### src/rtl/core/psl_pkg.sv
// Package: types and constants shared by the process state list manager.
package psl_pkg;

   // Pool size and link encoding; a link equal to LINK_NONE points nowhere
   localparam int NUM_ENTRIES = 32;
   localparam int NUM_LISTS   = 3;
   localparam int IDX_W       = $clog2(NUM_ENTRIES);
   localparam int LINK_W      = $clog2(NUM_ENTRIES + 1);
   localparam logic [LINK_W-1:0] LINK_NONE = LINK_W'(NUM_ENTRIES);

   // Field widths of the stream items
   localparam int REQ_DATA_W = 16;
   localparam int RSP_DATA_W = 8;

   typedef enum logic [1:0] {
      OP_PLACE  = 2'd0,
      OP_CREATE = 2'd1,
      OP_DELETE = 2'd2,
      OP_WAIT   = 2'd3
   } op_type;

   typedef enum logic [1:0] {
      LIST_READY    = 2'd0,
      LIST_FREE     = 2'd1,
      LIST_BLOCKED  = 2'd2,
      LIST_UNPLACED = 2'd3
   } list_type;

   typedef enum logic [1:0] {
      ST_DONE       = 2'd0,
      ST_NOT_ON_SRC = 2'd1,
      ST_BAD_PLACE  = 2'd2,
      ST_RSVD       = 2'd3
   } status_type;

   // One request item as held in the input register
   typedef struct packed {
      op_type           op;
      logic [IDX_W-1:0] entry;
      list_type         target_list;
   } step_type;

   // One result item
   typedef struct packed {
      status_type       status;
      logic [IDX_W-1:0] ready_head;
      logic             ready_nonempty;
   } result_type;

endpackage

### src/rtl/core/psl_store.sv
// Link store: list state registers and the single-pass unlink/append update.
module psl_store
   import psl_pkg::*;
(
   input  logic       clock,
   input  logic       reset,
   input  logic       step_valid,
   input  step_type   step,
   output result_type result
);

   logic [NUM_ENTRIES-1:0][LINK_W-1:0] next_ff, next_in;
   logic [NUM_ENTRIES-1:0][LINK_W-1:0] prev_ff, prev_in;
   list_type [NUM_ENTRIES-1:0]         member_ff, member_in;
   logic [NUM_LISTS-1:0][LINK_W-1:0]   head_ff, head_in;
   logic [NUM_LISTS-1:0][LINK_W-1:0]   tail_ff, tail_in;

   logic [IDX_W-1:0]  e_idx;
   logic [LINK_W-1:0] e_link;
   logic              in_range;
   list_type          mem_e;
   logic [LINK_W-1:0] p_link, n_link, t_link;
   logic              p_none, n_none, t_none;
   list_type          src, dst, dst_idx;
   logic              ok;
   logic              do_unlink, do_append;
   status_type        status;
   logic [LINK_W-1:0] rh;

   // Decode: source/target lists and validity of the request
   always_comb begin
      e_idx    = step.entry;
      e_link   = {1'b0, step.entry};
      in_range = e_link < LINK_NONE;
      mem_e    = member_ff[e_idx];
      p_link   = prev_ff[e_idx];
      n_link   = next_ff[e_idx];
      src      = LIST_READY;
      dst      = LIST_FREE;
      ok       = 1'b0;
      status   = ST_DONE;
      case (step.op)
         OP_PLACE: begin
            dst    = step.target_list;
            ok     = in_range && (step.target_list != LIST_UNPLACED) &&
                     (mem_e == LIST_UNPLACED);
            status = ok ? ST_DONE : ST_BAD_PLACE;
         end
         OP_CREATE: begin
            src = LIST_FREE;
            dst = LIST_READY;
         end
         OP_DELETE: begin
            src = LIST_READY;
            dst = LIST_FREE;
         end
         default: begin
            src = LIST_READY;
            dst = LIST_BLOCKED;
         end
      endcase
      if (step.op != OP_PLACE) begin
         ok     = in_range && (mem_e == src);
         status = ok ? ST_DONE : ST_NOT_ON_SRC;
      end
      // unplaced code never indexes the head/tail arrays
      dst_idx   = (dst == LIST_UNPLACED) ? LIST_READY : dst;
      t_link    = tail_ff[dst_idx];
      p_none    = p_link >= LINK_NONE;
      n_none    = n_link >= LINK_NONE;
      t_none    = t_link >= LINK_NONE;
      do_append = step_valid && ok;
      do_unlink = do_append && (step.op != OP_PLACE);
   end

   // Per-entry link updates; the entry itself takes its append links last
   always_comb begin
      next_in   = next_ff;
      prev_in   = prev_ff;
      member_in = member_ff;
      for (int i = 0; i < NUM_ENTRIES; i++) begin
         if (do_unlink && !p_none && (p_link == LINK_W'(i)))
            next_in[i] = n_link;
         if (do_unlink && !n_none && (n_link == LINK_W'(i)))
            prev_in[i] = p_link;
         if (do_append && !t_none && (t_link == LINK_W'(i)))
            next_in[i] = e_link;
         if (do_append && (e_link == LINK_W'(i))) begin
            next_in[i]   = LINK_NONE;
            prev_in[i]   = t_link;
            member_in[i] = dst;
         end
      end
   end

   // Head and tail updates
   always_comb begin
      head_in = head_ff;
      tail_in = tail_ff;
      if (do_unlink) begin
         if (p_none) head_in[src] = n_link;
         if (n_none) tail_in[src] = p_link;
      end
      if (do_append) begin
         if (t_none) head_in[dst_idx] = e_link;
         tail_in[dst_idx] = e_link;
      end
   end

   // Result reflects the ready list after this step
   always_comb begin
      rh                    = head_in[LIST_READY];
      result.status         = status;
      result.ready_nonempty = rh < LINK_NONE;
      result.ready_head     = result.ready_nonempty ? rh[IDX_W-1:0] : '0;
   end

   // State registers
   always_ff @(posedge clock) begin
      if (reset) begin
         for (int i = 0; i < NUM_ENTRIES; i++) begin
            next_ff[i]   <= LINK_NONE;
            prev_ff[i]   <= LINK_NONE;
            member_ff[i] <= LIST_UNPLACED;
         end
         for (int l = 0; l < NUM_LISTS; l++) begin
            head_ff[l] <= LINK_NONE;
            tail_ff[l] <= LINK_NONE;
         end
      end else if (step_valid) begin
         next_ff   <= next_in;
         prev_ff   <= prev_in;
         member_ff <= member_in;
         head_ff   <= head_in;
         tail_ff   <= tail_in;
      end
   end

   // A list is empty at its head exactly when it is empty at its tail
   a_head_tail_empty: assert property (@(posedge clock) disable iff (reset)
      ((head_ff[LIST_READY] == LINK_NONE) == (tail_ff[LIST_READY] == LINK_NONE)) &&
      ((head_ff[LIST_FREE] == LINK_NONE) == (tail_ff[LIST_FREE] == LINK_NONE)) &&
      ((head_ff[LIST_BLOCKED] == LINK_NONE) == (tail_ff[LIST_BLOCKED] == LINK_NONE)))
      else $error("list head/tail emptiness disagree");

   // A good step leaves the entry at the tail of its target list
   a_append_tail: assert property (@(posedge clock) disable iff (reset)
      step_valid && ok |=> tail_ff[$past(dst_idx)] == $past(e_link))
      else $error("entry not at target tail after step");

   // A rejected step changes no membership or heads
   a_reject_stable: assert property (@(posedge clock) disable iff (reset)
      step_valid && !ok |=> $stable(member_ff) && $stable(head_ff) && $stable(tail_ff))
      else $error("rejected step changed list state");

endmodule

### src/rtl/core/process_state_list_manager_core.sv
// Top level: stream handshake, input and result registers around the link store.
// Each item is held in the input register, then in the result register, before its result
// is presented; a stalled result side holds it in the input register.
// Throughput: one item per cycle while the result side keeps taking items.
// The list update is one pass over the link registers between the two stages.
// Reset (synchronous, active high) empties all three lists and unplaces every entry.
module process_state_list_manager_core
   import psl_pkg::*;
(
   input  logic                  clock,
   input  logic                  reset,
   input  logic                  req_tvalid,
   output logic                  req_tready,
   input  logic [REQ_DATA_W-1:0] req_tdata,   // op[1:0], entry[6:2], target_list[8:7], zeros
   output logic                  rsp_tvalid,
   input  logic                  rsp_tready,
   output logic [RSP_DATA_W-1:0] rsp_tdata    // status[1:0], ready_head[6:2], ready_nonempty[7]
);

   logic       in_vld_ff, in_vld_in;
   step_type   step_ff;
   logic       out_vld_ff, out_vld_in;
   result_type result_ff;
   result_type result;
   logic       fire;
   logic       req_fire;

   // Stage advance: held item moves on when the result slot is free or draining
   assign fire       = in_vld_ff && (!out_vld_ff || rsp_tready);
   assign req_tready = !in_vld_ff || fire;
   assign req_fire   = req_tvalid && req_tready;
   assign in_vld_in  = req_fire ? 1'b1 : (fire ? 1'b0 : in_vld_ff);
   assign out_vld_in = fire ? 1'b1 : (rsp_tready ? 1'b0 : out_vld_ff);

   psl_store u_store (
      .clock      (clock),
      .reset      (reset),
      .step_valid (fire),
      .step       (step_ff),
      .result     (result)
   );

   // Control registers
   always_ff @(posedge clock) begin
      if (reset) begin
         in_vld_ff  <= 1'b0;
         out_vld_ff <= 1'b0;
      end else begin
         in_vld_ff  <= in_vld_in;
         out_vld_ff <= out_vld_in;
      end
   end

   // Payload registers
   always_ff @(posedge clock) begin
      if (req_fire) begin
         step_ff.op          <= op_type'(req_tdata[1:0]);
         step_ff.entry       <= req_tdata[6:2];
         step_ff.target_list <= list_type'(req_tdata[8:7]);
      end
      if (fire) result_ff <= result;
   end

   assign rsp_tvalid = out_vld_ff;
   assign rsp_tdata  = {result_ff.ready_nonempty, result_ff.ready_head, result_ff.status};

   // Empty ready list always reports head zero
   a_empty_head_zero: assert property (@(posedge clock) disable iff (reset)
      out_vld_ff && !result_ff.ready_nonempty |-> result_ff.ready_head == '0)
      else $error("ready head nonzero with empty ready list");

   // A held item that cannot advance is never dropped
   a_hold_item: assert property (@(posedge clock) disable iff (reset)
      in_vld_ff && !fire |=> in_vld_ff && $stable(step_ff))
      else $error("held item lost while stalled");

endmodule

### config.mk
export PLATFORM = sky130hd
export DESIGN_NAME = process_state_list_manager_core
export DESIGN_NICKNAME = d
export VERILOG_FILES = /design/src/rtl/core/psl_pkg.sv /design/src/rtl/core/psl_store.sv /design/src/rtl/core/process_state_list_manager_core.sv
export SDC_FILE = /design/constraint.sdc
export NUM_CORES = 1
export LEC_CHECK = 0
export ABC_CLOCK_PERIOD_IN_PS = 8500
export BUFFER_PORTS_ARGS = -buffer_cell sky130_fd_sc_hd__buf_4
export CAP_MARGIN = 5
export CORE_MARGIN = 5
export CORE_UTILIZATION = 30
export CTS_BUF_LIST = sky130_fd_sc_hd__clkbuf_2 sky130_fd_sc_hd__clkbuf_4 sky130_fd_sc_hd__clkbuf_8
export CTS_CLUSTER_SIZE = 14
export DETAILED_ROUTE_END_ITERATION = 6
export GPL_TIMING_DRIVEN = 0
export HOLD_SLACK_MARGIN = 0.15
export PLACE_DENSITY = 0.4
export SLEW_MARGIN = 20
export SYNTH_ARGS = -nofsm -noshare
export SYNTH_HDL_FRONTEND = slang
export SYNTH_SLANG_ARGS = --single-unit
### constraint.sdc
create_clock -name clock -period 8.5 [get_ports clock]
set_input_delay 0.85 -clock clock [delete_from_list [all_inputs] [get_ports clock]]
set_output_delay 0.85 -clock clock [all_outputs]
set_load 0.1 [all_outputs]
### Word level (Yosys, flattened, before mapping)

Cells that the tools add are included.
W data, S select, Z words.

| word-level totals | value |
|---|---|
| word-level logic and storage cells | 758 |
| register bits | 503 |

| cells by class | value |
|---|---|
| magnitude comparators | 9 |
| muxes and demuxes | 196 |
| equal/unequal tests | 130 |
| reduce and logical (&&, ||, !) cells | 313 |

Operators with widths:

| kind | count |
|---|---|
| $mux W6 | 165 |
| $eq A6 B5 Y1 const B | 48 |
| $reduce_and A2 Y1 | 96 |
| $eq A6 B4 Y1 const B | 24 |
| $logic_and A1 B1 Y1 | 138 |
| $mux W18 | 7 |
| $reduce_bool A3 Y1 | 32 |
| $eq A5 B5 Y1 const B | 16 |
| $bwmux W18 | 4 |
| $eq A6 B3 Y1 const B | 12 |
| $reduce_bool A2 Y1 | 35 |
| $bmux W6 S5 | 2 |
| $eq A5 B4 Y1 const B | 8 |
| $eq A6 B2 Y1 const B | 6 |
| $demux W6 S2 | 2 |
| $logic_not A6 Y1 | 4 |
| $eq A5 B3 Y1 const B | 4 |
| $eq A6 B1 Y1 const B | 3 |
| $ge A6 B6 Y1 const B | 3 |
| $bmux W6 S2 | 1 |
| $bmux W2 S5 | 1 |
| $eq A5 B2 Y1 const B | 2 |
| $mux W2 | 5 |
| $mux W1 | 8 |
| 13 further kinds | 22 |

### Logic depth before layout (Yosys ltp)

Gate-level depths: netlist of run 1.

| logic depth | value |
|---|---|
| word-level depth | 13 |
| gate-level depth with buffers | 18 |

### Hierarchy

Synthesis of run 1 repeated with hierarchy kept, for this count alone.

| unflattened totals | value |
|---|---|
| cell total of the unflattened synthesis | 2877 |
| area, all modules | 26489.2 um^2 |

Modules (own cells, without submodules):

| module | area each (um^2) | cells an instance | instances | seq. area each (um^2) |
|---|---|---|---|---|
| psl_store | 25874.8 | 2850 | 1 | 9449.1 |
| process_state_list_manager_core | 614.3 | 27 | 1 | 550.5 |

### Worst setup path after synthesis of run 1

OpenSTA, ideal clock, no wires.

| path | value |
|---|---|
| path kind | register to register |
| start | register step_ff[7] (netlist name) |
| end | register u_store.next_ff[0] (netlist name) |
| slack | 4588 ps |
| stages on the path, launching flop included | 15 |
| data required time | 8424 ps |
| arrival time | 3836 ps |
| cell sequence | edfxtp_1 -> inv_1 -> ha_1 -> inv_1 -> mux2i_1 -> clkbuf_1 -> ha_1 -> clkbuf_1 -> mux2i_1 -> o21ai_1 -> nor3_1 -> nand2_1 -> a21oi_1 -> o21ai_0 -> o21ai_0 |

| between the ends | value |
|---|---|
| word-level cells in the longest chain between the ends | 12 |
| elaborated cells between the ends (all ways) | 27 |
| those cells by class | order compare (1); eq/ne (4); mux (9); reduce/logical (13) |

RTL lines:

| what | RTL line | RTL |
|---|---|---|
| from (decl) | process_state_list_manager_core.sv:21 | `step_type step_ff;` |
| $eq A2 B2 Y1 (tied with other cells) | psl_store.sv:42 | `case (step.op)` |
| $pmux W2 S3 | psl_store.sv:42 |  |
| $eq A2 B2 Y1 | psl_store.sv:67 | `dst_idx = (dst == LIST_UNPLACED) ? LIST_READY : dst;` |
| $mux W2 | psl_store.sv:67 |  |
| $bmux W6 S2 | psl_store.sv:68 | `t_link = tail_ff[dst_idx];` |
| $mux W6 (implied by the code) | psl_store.sv:68 |  |
| $ge A6 B6 Y1 | psl_store.sv:71 | `t_none = t_link >= LINK_NONE;` |
| $logic_not A1 Y1 | psl_store.sv:86 | `if (do_append && !t_none && (t_link == LINK_W'(i)))` |
| $logic_and A1 B1 Y1 (2 in a row) | psl_store.sv:86 |  |
| $reduce_bool A3 Y1 (no line) / $mux W6 (equally long branches) | -- |  |
| $reduce_and A2 Y1 (no line) / $mux W6 (equally long branches) | -- |  |
| to (signal assigned) | psl_store.sv:131 | `next_ff <= next_in;` |
| to (decl) | psl_store.sv:12 | `logic [NUM_ENTRIES-1:0][LINK_W-1:0] next_ff, next_in;` |

Several ways; a longest one is shown, not always the timed one. The select of a mux whose other input is x is not followed.
A chain may end at the register's enable or synchronous reset.

### Final worst setup path of run 1

| path | value |
|---|---|
| start | register step_ff[3] (netlist name) |
| end | register u_store.next_ff[141] (netlist name) |

| between the ends | value |
|---|---|
| word-level cells in the longest chain between the ends | 12 |
| elaborated cells between the ends (all ways) | 27 |
| those cells by class | order compare (1); eq/ne (4); mux (11); reduce/logical (11) |

RTL lines:

| what | RTL line | RTL |
|---|---|---|
| $bmux W2 S5 | psl_store.sv:35 | `mem_e = member_ff[e_idx];` |
| $mux W2 (implied by the code) | psl_store.sv:35 |  |
| $eq A2 B2 Y1 | psl_store.sv:46 | `(mem_e == LIST_UNPLACED);` |
| $logic_and A1 B1 Y1 | psl_store.sv:45 | `ok = in_range && (step.target_list != LIST_UNPLACED) &&` |
| $mux W1 | psl_store.sv:42 |  |
| $mux W1 | psl_store.sv:62 | `if (step.op != OP_PLACE) begin` |
| $logic_and A1 B1 Y1 | psl_store.sv:72 | `do_append = step_valid && ok;` |
| $logic_and A1 B1 Y1 | psl_store.sv:73 | `do_unlink = do_append && (step.op != OP_PLACE);` |
| $logic_and A1 B1 Y1 (2 in a row) | psl_store.sv:82 | `if (do_unlink && !p_none && (p_link == LINK_W'(i)))` |
| $reduce_bool A3 Y1 (no line) | -- |  |
| $reduce_and A2 Y1 (no line) | -- |  |

Several ways; a longest one is shown, not always the timed one. The select of a mux whose other input is x is not followed.

==> results.json, run 1 <==
{
  "synthMuxAreaShare_pct": 26.3,
  "synth.top_cells.by_area": "dfxtp_1, mux2i_1, mux4_2",
  "proportion_of_power_drawn_by_flip_flops_and_latches_pct": 42.9,
  "crit_path_cell_trace": "buf_4, buf_2, buf_2, buf_6, mux4_2, mux2i_1, a22oi_1, a21oi_1, nand4_1, nand2_1, buf_2, buf_2, nand3_1, nand3b_1, o22ai_1",
  "detailedRoute.firstIterationViolations": 2859,
  "final_common_cell": "dfxtp_1",
  "cp_slowest_cell": "edfxtp_1",
  "port_buffers": 21,
  "filler_cell_count_in_the_final_layout": 8755,
  "dpl-instance-area_um2": 28000,
  "rsz_0062_raised_after_global_routing": "false",
  "globalRouteTotalUtil_pct": 28.3,
  "design.final.nets": 2775,
  "clkTransAtPathRegs_ps": 60,
  "run_status": "completed",
  "max_slew_margin_pct": 17.7,
  "grt_max_degree": 14,
  "fin_util_pct": 34.7,
  "route.vias.total": 23900,
  "maximum_clock_insertion_buffer_count": 3,
  "pwr_density_cell_nw_per_um2": 180,
  "area_growth_syn_to_layout_pct": 14.5,
  "dp_hpwl_um": 103000,
  "layout_common_cells": "dfxtp_1, mux2i_1, nor2_1",
  "yosys.area.top_type": "dfxtp_1",
  "min_period_ps": 6740,
  "post-layout-total-power_mw": 5.42,
  "synth_top_cell_area_share_pct": 36.0,
  "clk_latency_ps": 740,
  "netSwitchingFraction_pct": 28.3,
  "cellLeakagePower_nw": 10.4,
  "die_x_um": 306,
  "vias_per_cell": 5.98,
  "cts_root_buffer": "clkbuf_8",
  "netlist_area_um2": 26300,
  "synthDistinctLibCells": 76,
  "worst_slew_pin_tran_ps": 1230,
  "cts_tree": "built",
  "cts.repair_timing.setup_buffer_count": 0,
  "worst_setup_end_kind": "flop",
  "critPathKind": "reg -> reg",
  "place_congestion": 0.973,
  "rows": 108,
  "synth_simple_gate_area_share_pct": 15.5,
  "dieArea_um2": 93800,
  "antenna_left": 0,
  "number_of_synthesized_flops_with_an_enable_pin": 17,
  "drt_drc_violations_left": 0,
  "fp.coreArea_um2": 86900,
  "timing.critical_path.fanout_max": 10,
  "switchingPower_mw": 1.53,
  "post_cts_hold_buffer_count": 0,
  "final_area_um2": 30200,
  "cts.htree.levels": 3,
  "starting_utilization_of_the_core_area_pct": 30.3,
  "die_height_um": 306,
  "floorplan.io_pins": 30,
  "cts_buffer_count": 96,
  "cell_count_after_synthesis": 2629,
  "antenna_found_initial": 11,
  "critical_path_data_required_time_ps": 9090,
  "cp_slowest_stage_delay_ps": 690,
  "power.ir.vdd_worst_mv": 0.101,
  "cts_sinks": 491,
  "grt-ovfl-total": 0,
  "detail_route.wl_per_cell_um": 34.4,
  "grt_pass1_wl_um": 189000,
  "arrival_ps": 7340,
  "drv_slew": 0,
  "finalSetupViolations": 0,
  "clock-skew-final_ps": 49.2,
  "clock_power_share_pct": 48.3,
  "fmax_mhz": 148,
  "critical_path.most_common_cell": "buf_2",
  "register_area_um2": 10000,
  "synth_top_family_by_area": "multiplexers",
  "worst_hold_path_type": "in -> reg",
  "pwr-share-comb_pct": 8.8,
  "sequential_to_total_area_share_from_yosys_stat_pct": 38.0,
  "drive_above_1_share_pct": 19.7,
  "startpoint_type": "flop",
  "grt_pass1_vias": 23200,
  "multiInputGateArea_um2": 15200,
  "syn-mean-instance-area_um2": 10.0,
  "synthArstFlopShare_pct": 0,
  "timing.final.crit_share_pct": 79.3,
  "post_cts.resized_instances": 0,
  "yosys.area_share.xor_xnor_pct": 0,
  "setup_total_negative_slack_ps": 0,
  "flip_flop_and_latch_count_after_synthesis": 491,
  "post_route_wl_um": 137000,
  "synth_area_in_compound_gates_pct": 15.3,
  "syn_nets": 2654,
  "synth_warnings": 0,
  "finalHoldViolations": 0,
  "drt_pre_antenna_iters": 6,
  "synth_flop_cell": "dfxtp_1",
  "internal_power_mw": 3.88,
  "max_cap_violations": 0,
  "post_synth_fa_ha_maj_area_fraction_pct": 0.238
}
## power by group through the flow
stage / clock network, mW / registers (mW) / logic (mW)
floorplan: 0 / 2.39 / 0.219
global placement: 0 / 2.38 / 0.459
detailed placement: 0 / 2.38 / 0.462
CTS: 2.65 / 2.33 / 0.463
global route: 2.76 / 2.33 / 0.479
finish: 2.61 / 2.33 / 0.476
## worst paths after layout
check / startpoint / endpoint / slack [ps] / cells after the start
max: step_ff[3]$_DFFE_PP_ / u_store.next_ff[141]$_SDFFE_PP0P_ / 1760 / 15
min reg2reg: u_store.next_ff[63]$_SDFFE_PP0P_ / u_store.next_ff[63]$_SDFFE_PP0P_ / 450 / 2
max reg2reg: step_ff[3]$_DFFE_PP_ / u_store.next_ff[141]$_SDFFE_PP0P_ / 1760 / 15
min: req_tdata[2] / step_ff[2]$_DFFE_PP_ / 300 / 1
## metrics by stage
stage / std cells / hold slack (ps) / setup WS (ps)
floorplan: 2629 / 417 / 4590
global placement: 3805 / 430 / 1310
detailed placement: 3807 / 437 / 1990
CTS: 3986 / 251 / 1970
global route: 3987 / 280 / 1680
finish: 3990 / 298 / 1760
## cells by family after synthesis
logic type	count (synthesis)
simple gates	746
mux	541
flops	491
compound gates	584
fa+ha+maj	5
buf+inv	262
## area by class of cell
| type | instances | area share, % |
|---|---|---|
| repair buffers | 23 | 0.598 |
| clock inverters | 16 | 0.340 |
| well taps | 1155 | 4.79 |
| flip-flops and latches | 491 | 33.2 |
| plain buffers | 243 | 3.99 |
| inverters | 19 | 0.237 |
| clock buffers | 163 | 6.55 |
| multi-input cells | 1876 | 50.3 |
| diodes | 4 | 0.0332 |
## cell usage after synthesis, drive strengths merged, types with 82 or more instances
master / number
a211oi: 125
buf: 86
nand2: 168
nand3: 84
clkbuf: 157
dfxtp: 474
o22ai: 113
o21ai: 102
nor2: 272
mux2i: 348
mux4: 111
mux2: 82
## sequential cells by signal (all words and copies together), names as in the netlist
| register | flops |
|---|---|
| in_vld_ff | 1 |
| rsp_tdata | 8 |
| rsp_tvalid | 1 |
| step_ff | 9 |
| u_store.head_ff | 6 |
| u_store.member_ff | 64 |
| u_store.next_ff | 192 |
| u_store.prev_ff | 192 |
| u_store.tail_ff | 18 |
## worst max-delay path, delay by kind of cell, from the launching register on
family | cells | cell delay (ps)
and+or+nand+nor | 4 | 1830
muxes | 2 | 820
buffers and inverters | 6 | 2600
DFF | 1 | 690
AOI/OAI and AO/OA | 3 | 620
## layer usage
layer  global-route usage, %  wire, µm
met5                       0        13
met4                    12.7      6770
met3                    5.50     10600
met2                    45.1     62100
met1                    37.3     57600
Note: power is estimated with default switching activity, not from simulation.
==> run 2: changes to the inputs <==
ABC_CLOCK_PERIOD_IN_PS = 6710   (was 8500)
clock period = 6.71 ns   (was 8.5 ns; I/O delays follow)
==> run 2 against run 1 <==
Compared with the run above:
- via count grew 0.26%
- first-iteration DRC count shrank 1.6%
- worst hold slack lost 90 ps
- wire length grew 0.17%
- fmax grew 1.2%
- setup slack lost 1700 ps
- cell count grew 0.20%
- global-route usage is essentially flat
- count of clock-buffer cells in the layout is the same
- critical path type unchanged
- largest power group unchanged
- highest routed layer unchanged
==> results.json, run 2 (synthesis gave the netlist of run 1 again) <==
{
  "drive_above_1_share_pct": 19.8,
  "grt-ovfl-total": 0,
  "cts_buffer_count": 96,
  "internal_power_mw": 4.92,
  "timing.critical_path.fanout_max": 10,
  "critical_path_data_required_time_ps": 7250,
  "worst_hold_path_type": "in -> reg",
  "design.final.nets": 2784,
  "cellLeakagePower_nw": 10.4,
  "filler_cell_count_in_the_final_layout": 8744,
  "post_route_wl_um": 137000,
  "drt_pre_antenna_iters": 6,
  "setup_total_negative_slack_ps": 0,
  "globalRouteTotalUtil_pct": 28.3,
  "cts_tree": "built",
  "antenna_found_initial": 11,
  "cts.htree.levels": 3,
  "grt_pass1_vias": 23300,
  "dp_hpwl_um": 103000,
  "fin_util_pct": 34.8,
  "finalSetupViolations": 0,
  "crit_path_cell_trace": "buf_4, buf_2, buf_2, buf_6, mux4_2, mux2i_1, a22oi_1, a21oi_1, nand4_1, buf_2, buf_2, a21oi_1, or2_2, clkbuf_1, o22ai_1",
  "drv_slew": 0,
  "die_height_um": 306,
  "grt_pass1_wl_um": 189000,
  "die_x_um": 306,
  "run_status": "completed",
  "starting_utilization_of_the_core_area_pct": 30.3,
  "cts_sinks": 491,
  "arrival_ps": 7200,
  "worst_path_dominant_cell_family": "buffers and inverters",
  "min_period_ps": 6660,
  "max_cap_violations": 0,
  "netSwitchingFraction_pct": 28.3,
  "multiInputGateArea_um2": 15200,
  "final_area_um2": 30300,
  "place_congestion": 0.973,
  "area_growth_syn_to_layout_pct": 14.9,
  "fp.coreArea_um2": 86900,
  "route.vias.total": 23900,
  "clkTransAtPathRegs_ps": 60,
  "worst_slew_pin_tran_ps": 1230,
  "critPathLaunch": "step_ff[3]$_DFFE_PP_",
  "port_buffers": 21,
  "vias_per_cell": 5.98,
  "cp.buffers_inverters": 7,
  "cts_root_buffer": "clkbuf_8",
  "drt_drc_violations_left": 0,
  "timing.final.crit_share_pct": 99.2,
  "floorplan.io_pins": 30,
  "detail_route.wl_per_cell_um": 34.4,
  "regToRegStartpoint": "step_ff[3]$_DFFE_PP_",
  "cp_slowest_cell": "clkbuf_1",
  "dp_cells": 3807,
  "pwr-share-comb_pct": 8.9,
  "rows": 108,
  "clk_latency_ps": 750,
  "clock-skew-final_ps": 58.2,
  "maximum_clock_insertion_buffer_count": 3,
  "startpoint_type": "flop",
  "fmax_mhz": 150,
  "layout_common_cells": "dfxtp_1, mux2i_1, nor2_1",
  "max_slew_margin_pct": 17.6,
  "pwr_density_cell_nw_per_um2": 227,
  "power.ir.vdd_worst_mv": 0.128,
  "proportion_of_power_drawn_by_flip_flops_and_latches_pct": 42.9,
  "cts.repair_timing.setup_buffer_count": 0,
  "final-instance-count-excl-fill": 3998,
  "rsz_0062_raised_after_global_routing": "false",
  "dpl-instance-area_um2": 28000,
  "register_area_um2": 10000,
  "worst_setup_end_kind": "flop",
  "clock_power_share_pct": 48.2,
  "switchingPower_mw": 1.94,
  "critical_path.most_common_cell": "buf_2",
  "hold_start": "req_tvalid",
  "critPathKind": "reg -> reg",
  "layout_top_registers": "u_store.next_ff: 192 flops, u_store.prev_ff: 192 flops, u_store.member_ff: 64 flops",
  "final_common_cell": "dfxtp_1",
  "finalHoldViolations": 0,
  "grt_max_degree": 14,
  "dieArea_um2": 93800,
  "cp_slowest_stage_delay_ps": 720,
  "detailedRoute.firstIterationViolations": 2812,
  "antenna_left": 0
}
-- run 2: final timing paths --
| path | endpoint | slack (ps) | depth (start not counted) |
|---|---|---|---|
| setup reg to reg | u_store.prev_ff[175]$_SDFFE_PP0P_ | 50 | 15 |
| setup / recovery | u_store.prev_ff[175]$_SDFFE_PP0P_ | 50 | 15 |
| hold / removal | in_vld_ff$_SDFFE_PP0P_ | 210 | 3 |
| hold reg to reg | u_store.next_ff[63]$_SDFFE_PP0P_ | 450 | 2 |
-- run 2: through the flow --
step,worst slack [ps],hold slack [ps],power (mW)
floorplan,2800,417,3.30
global placement,-479,430,3.59
detailed placement,196,437,3.60
CTS,182,157,6.89
global route,3.03,240,7.05
finish,51.2,208,6.87
-- run 2: power groups by stage --
stage | registers [mW] | logic, mW | clock network (mW)
after detailed placement | 3.01 | 0.585 | 0
after CTS | 2.95 | 0.591 | 3.36
after global routing | 2.95 | 0.612 | 3.49
final | 2.95 | 0.609 | 3.31
after floorplan | 3.02 | 0.278 | 0
after global placement | 3.01 | 0.581 | 0
-- run 2: routing by layer --
layer	share of wire [%]	wire length (µm)	track usage (%)
met4	5.2	7120	12.7
met3	7.6	10500	5.50
met2	45	61800	45.1
met5	0.0095	13	0
met1	42	57900	37.4
-- run 2: timing repair --
item	4_1_cts	5_1_grt
endpoints found under the hold margin	9	0
resized for setup	0	4
setup endpoints to repair	0	13
hold buffers	9	0
-- run 2: final cells by class --
type                            count  area share [%]
Inverter                           19           0.236
Sequential cell                   491            33.1
Tap cell                         1155            4.78
Clock inverter                     16           0.339
Clock buffer                      163            6.53
Buffer                            243            3.97
Antenna cell                        3          0.0248
Timing Repair Buffer               32           0.893
Multi-Input combinational cell   1876            50.2
-- run 2: worst reg2reg max path, delay by kind of cell (launching register included) --
family | cells | cell delay (ps)
muxes | 2 | 830
buffers and inverters | 7 | 3030
DFF | 1 | 680
AOI/OAI and AO/OA | 4 | 1260
and+or+nand+nor | 2 | 670
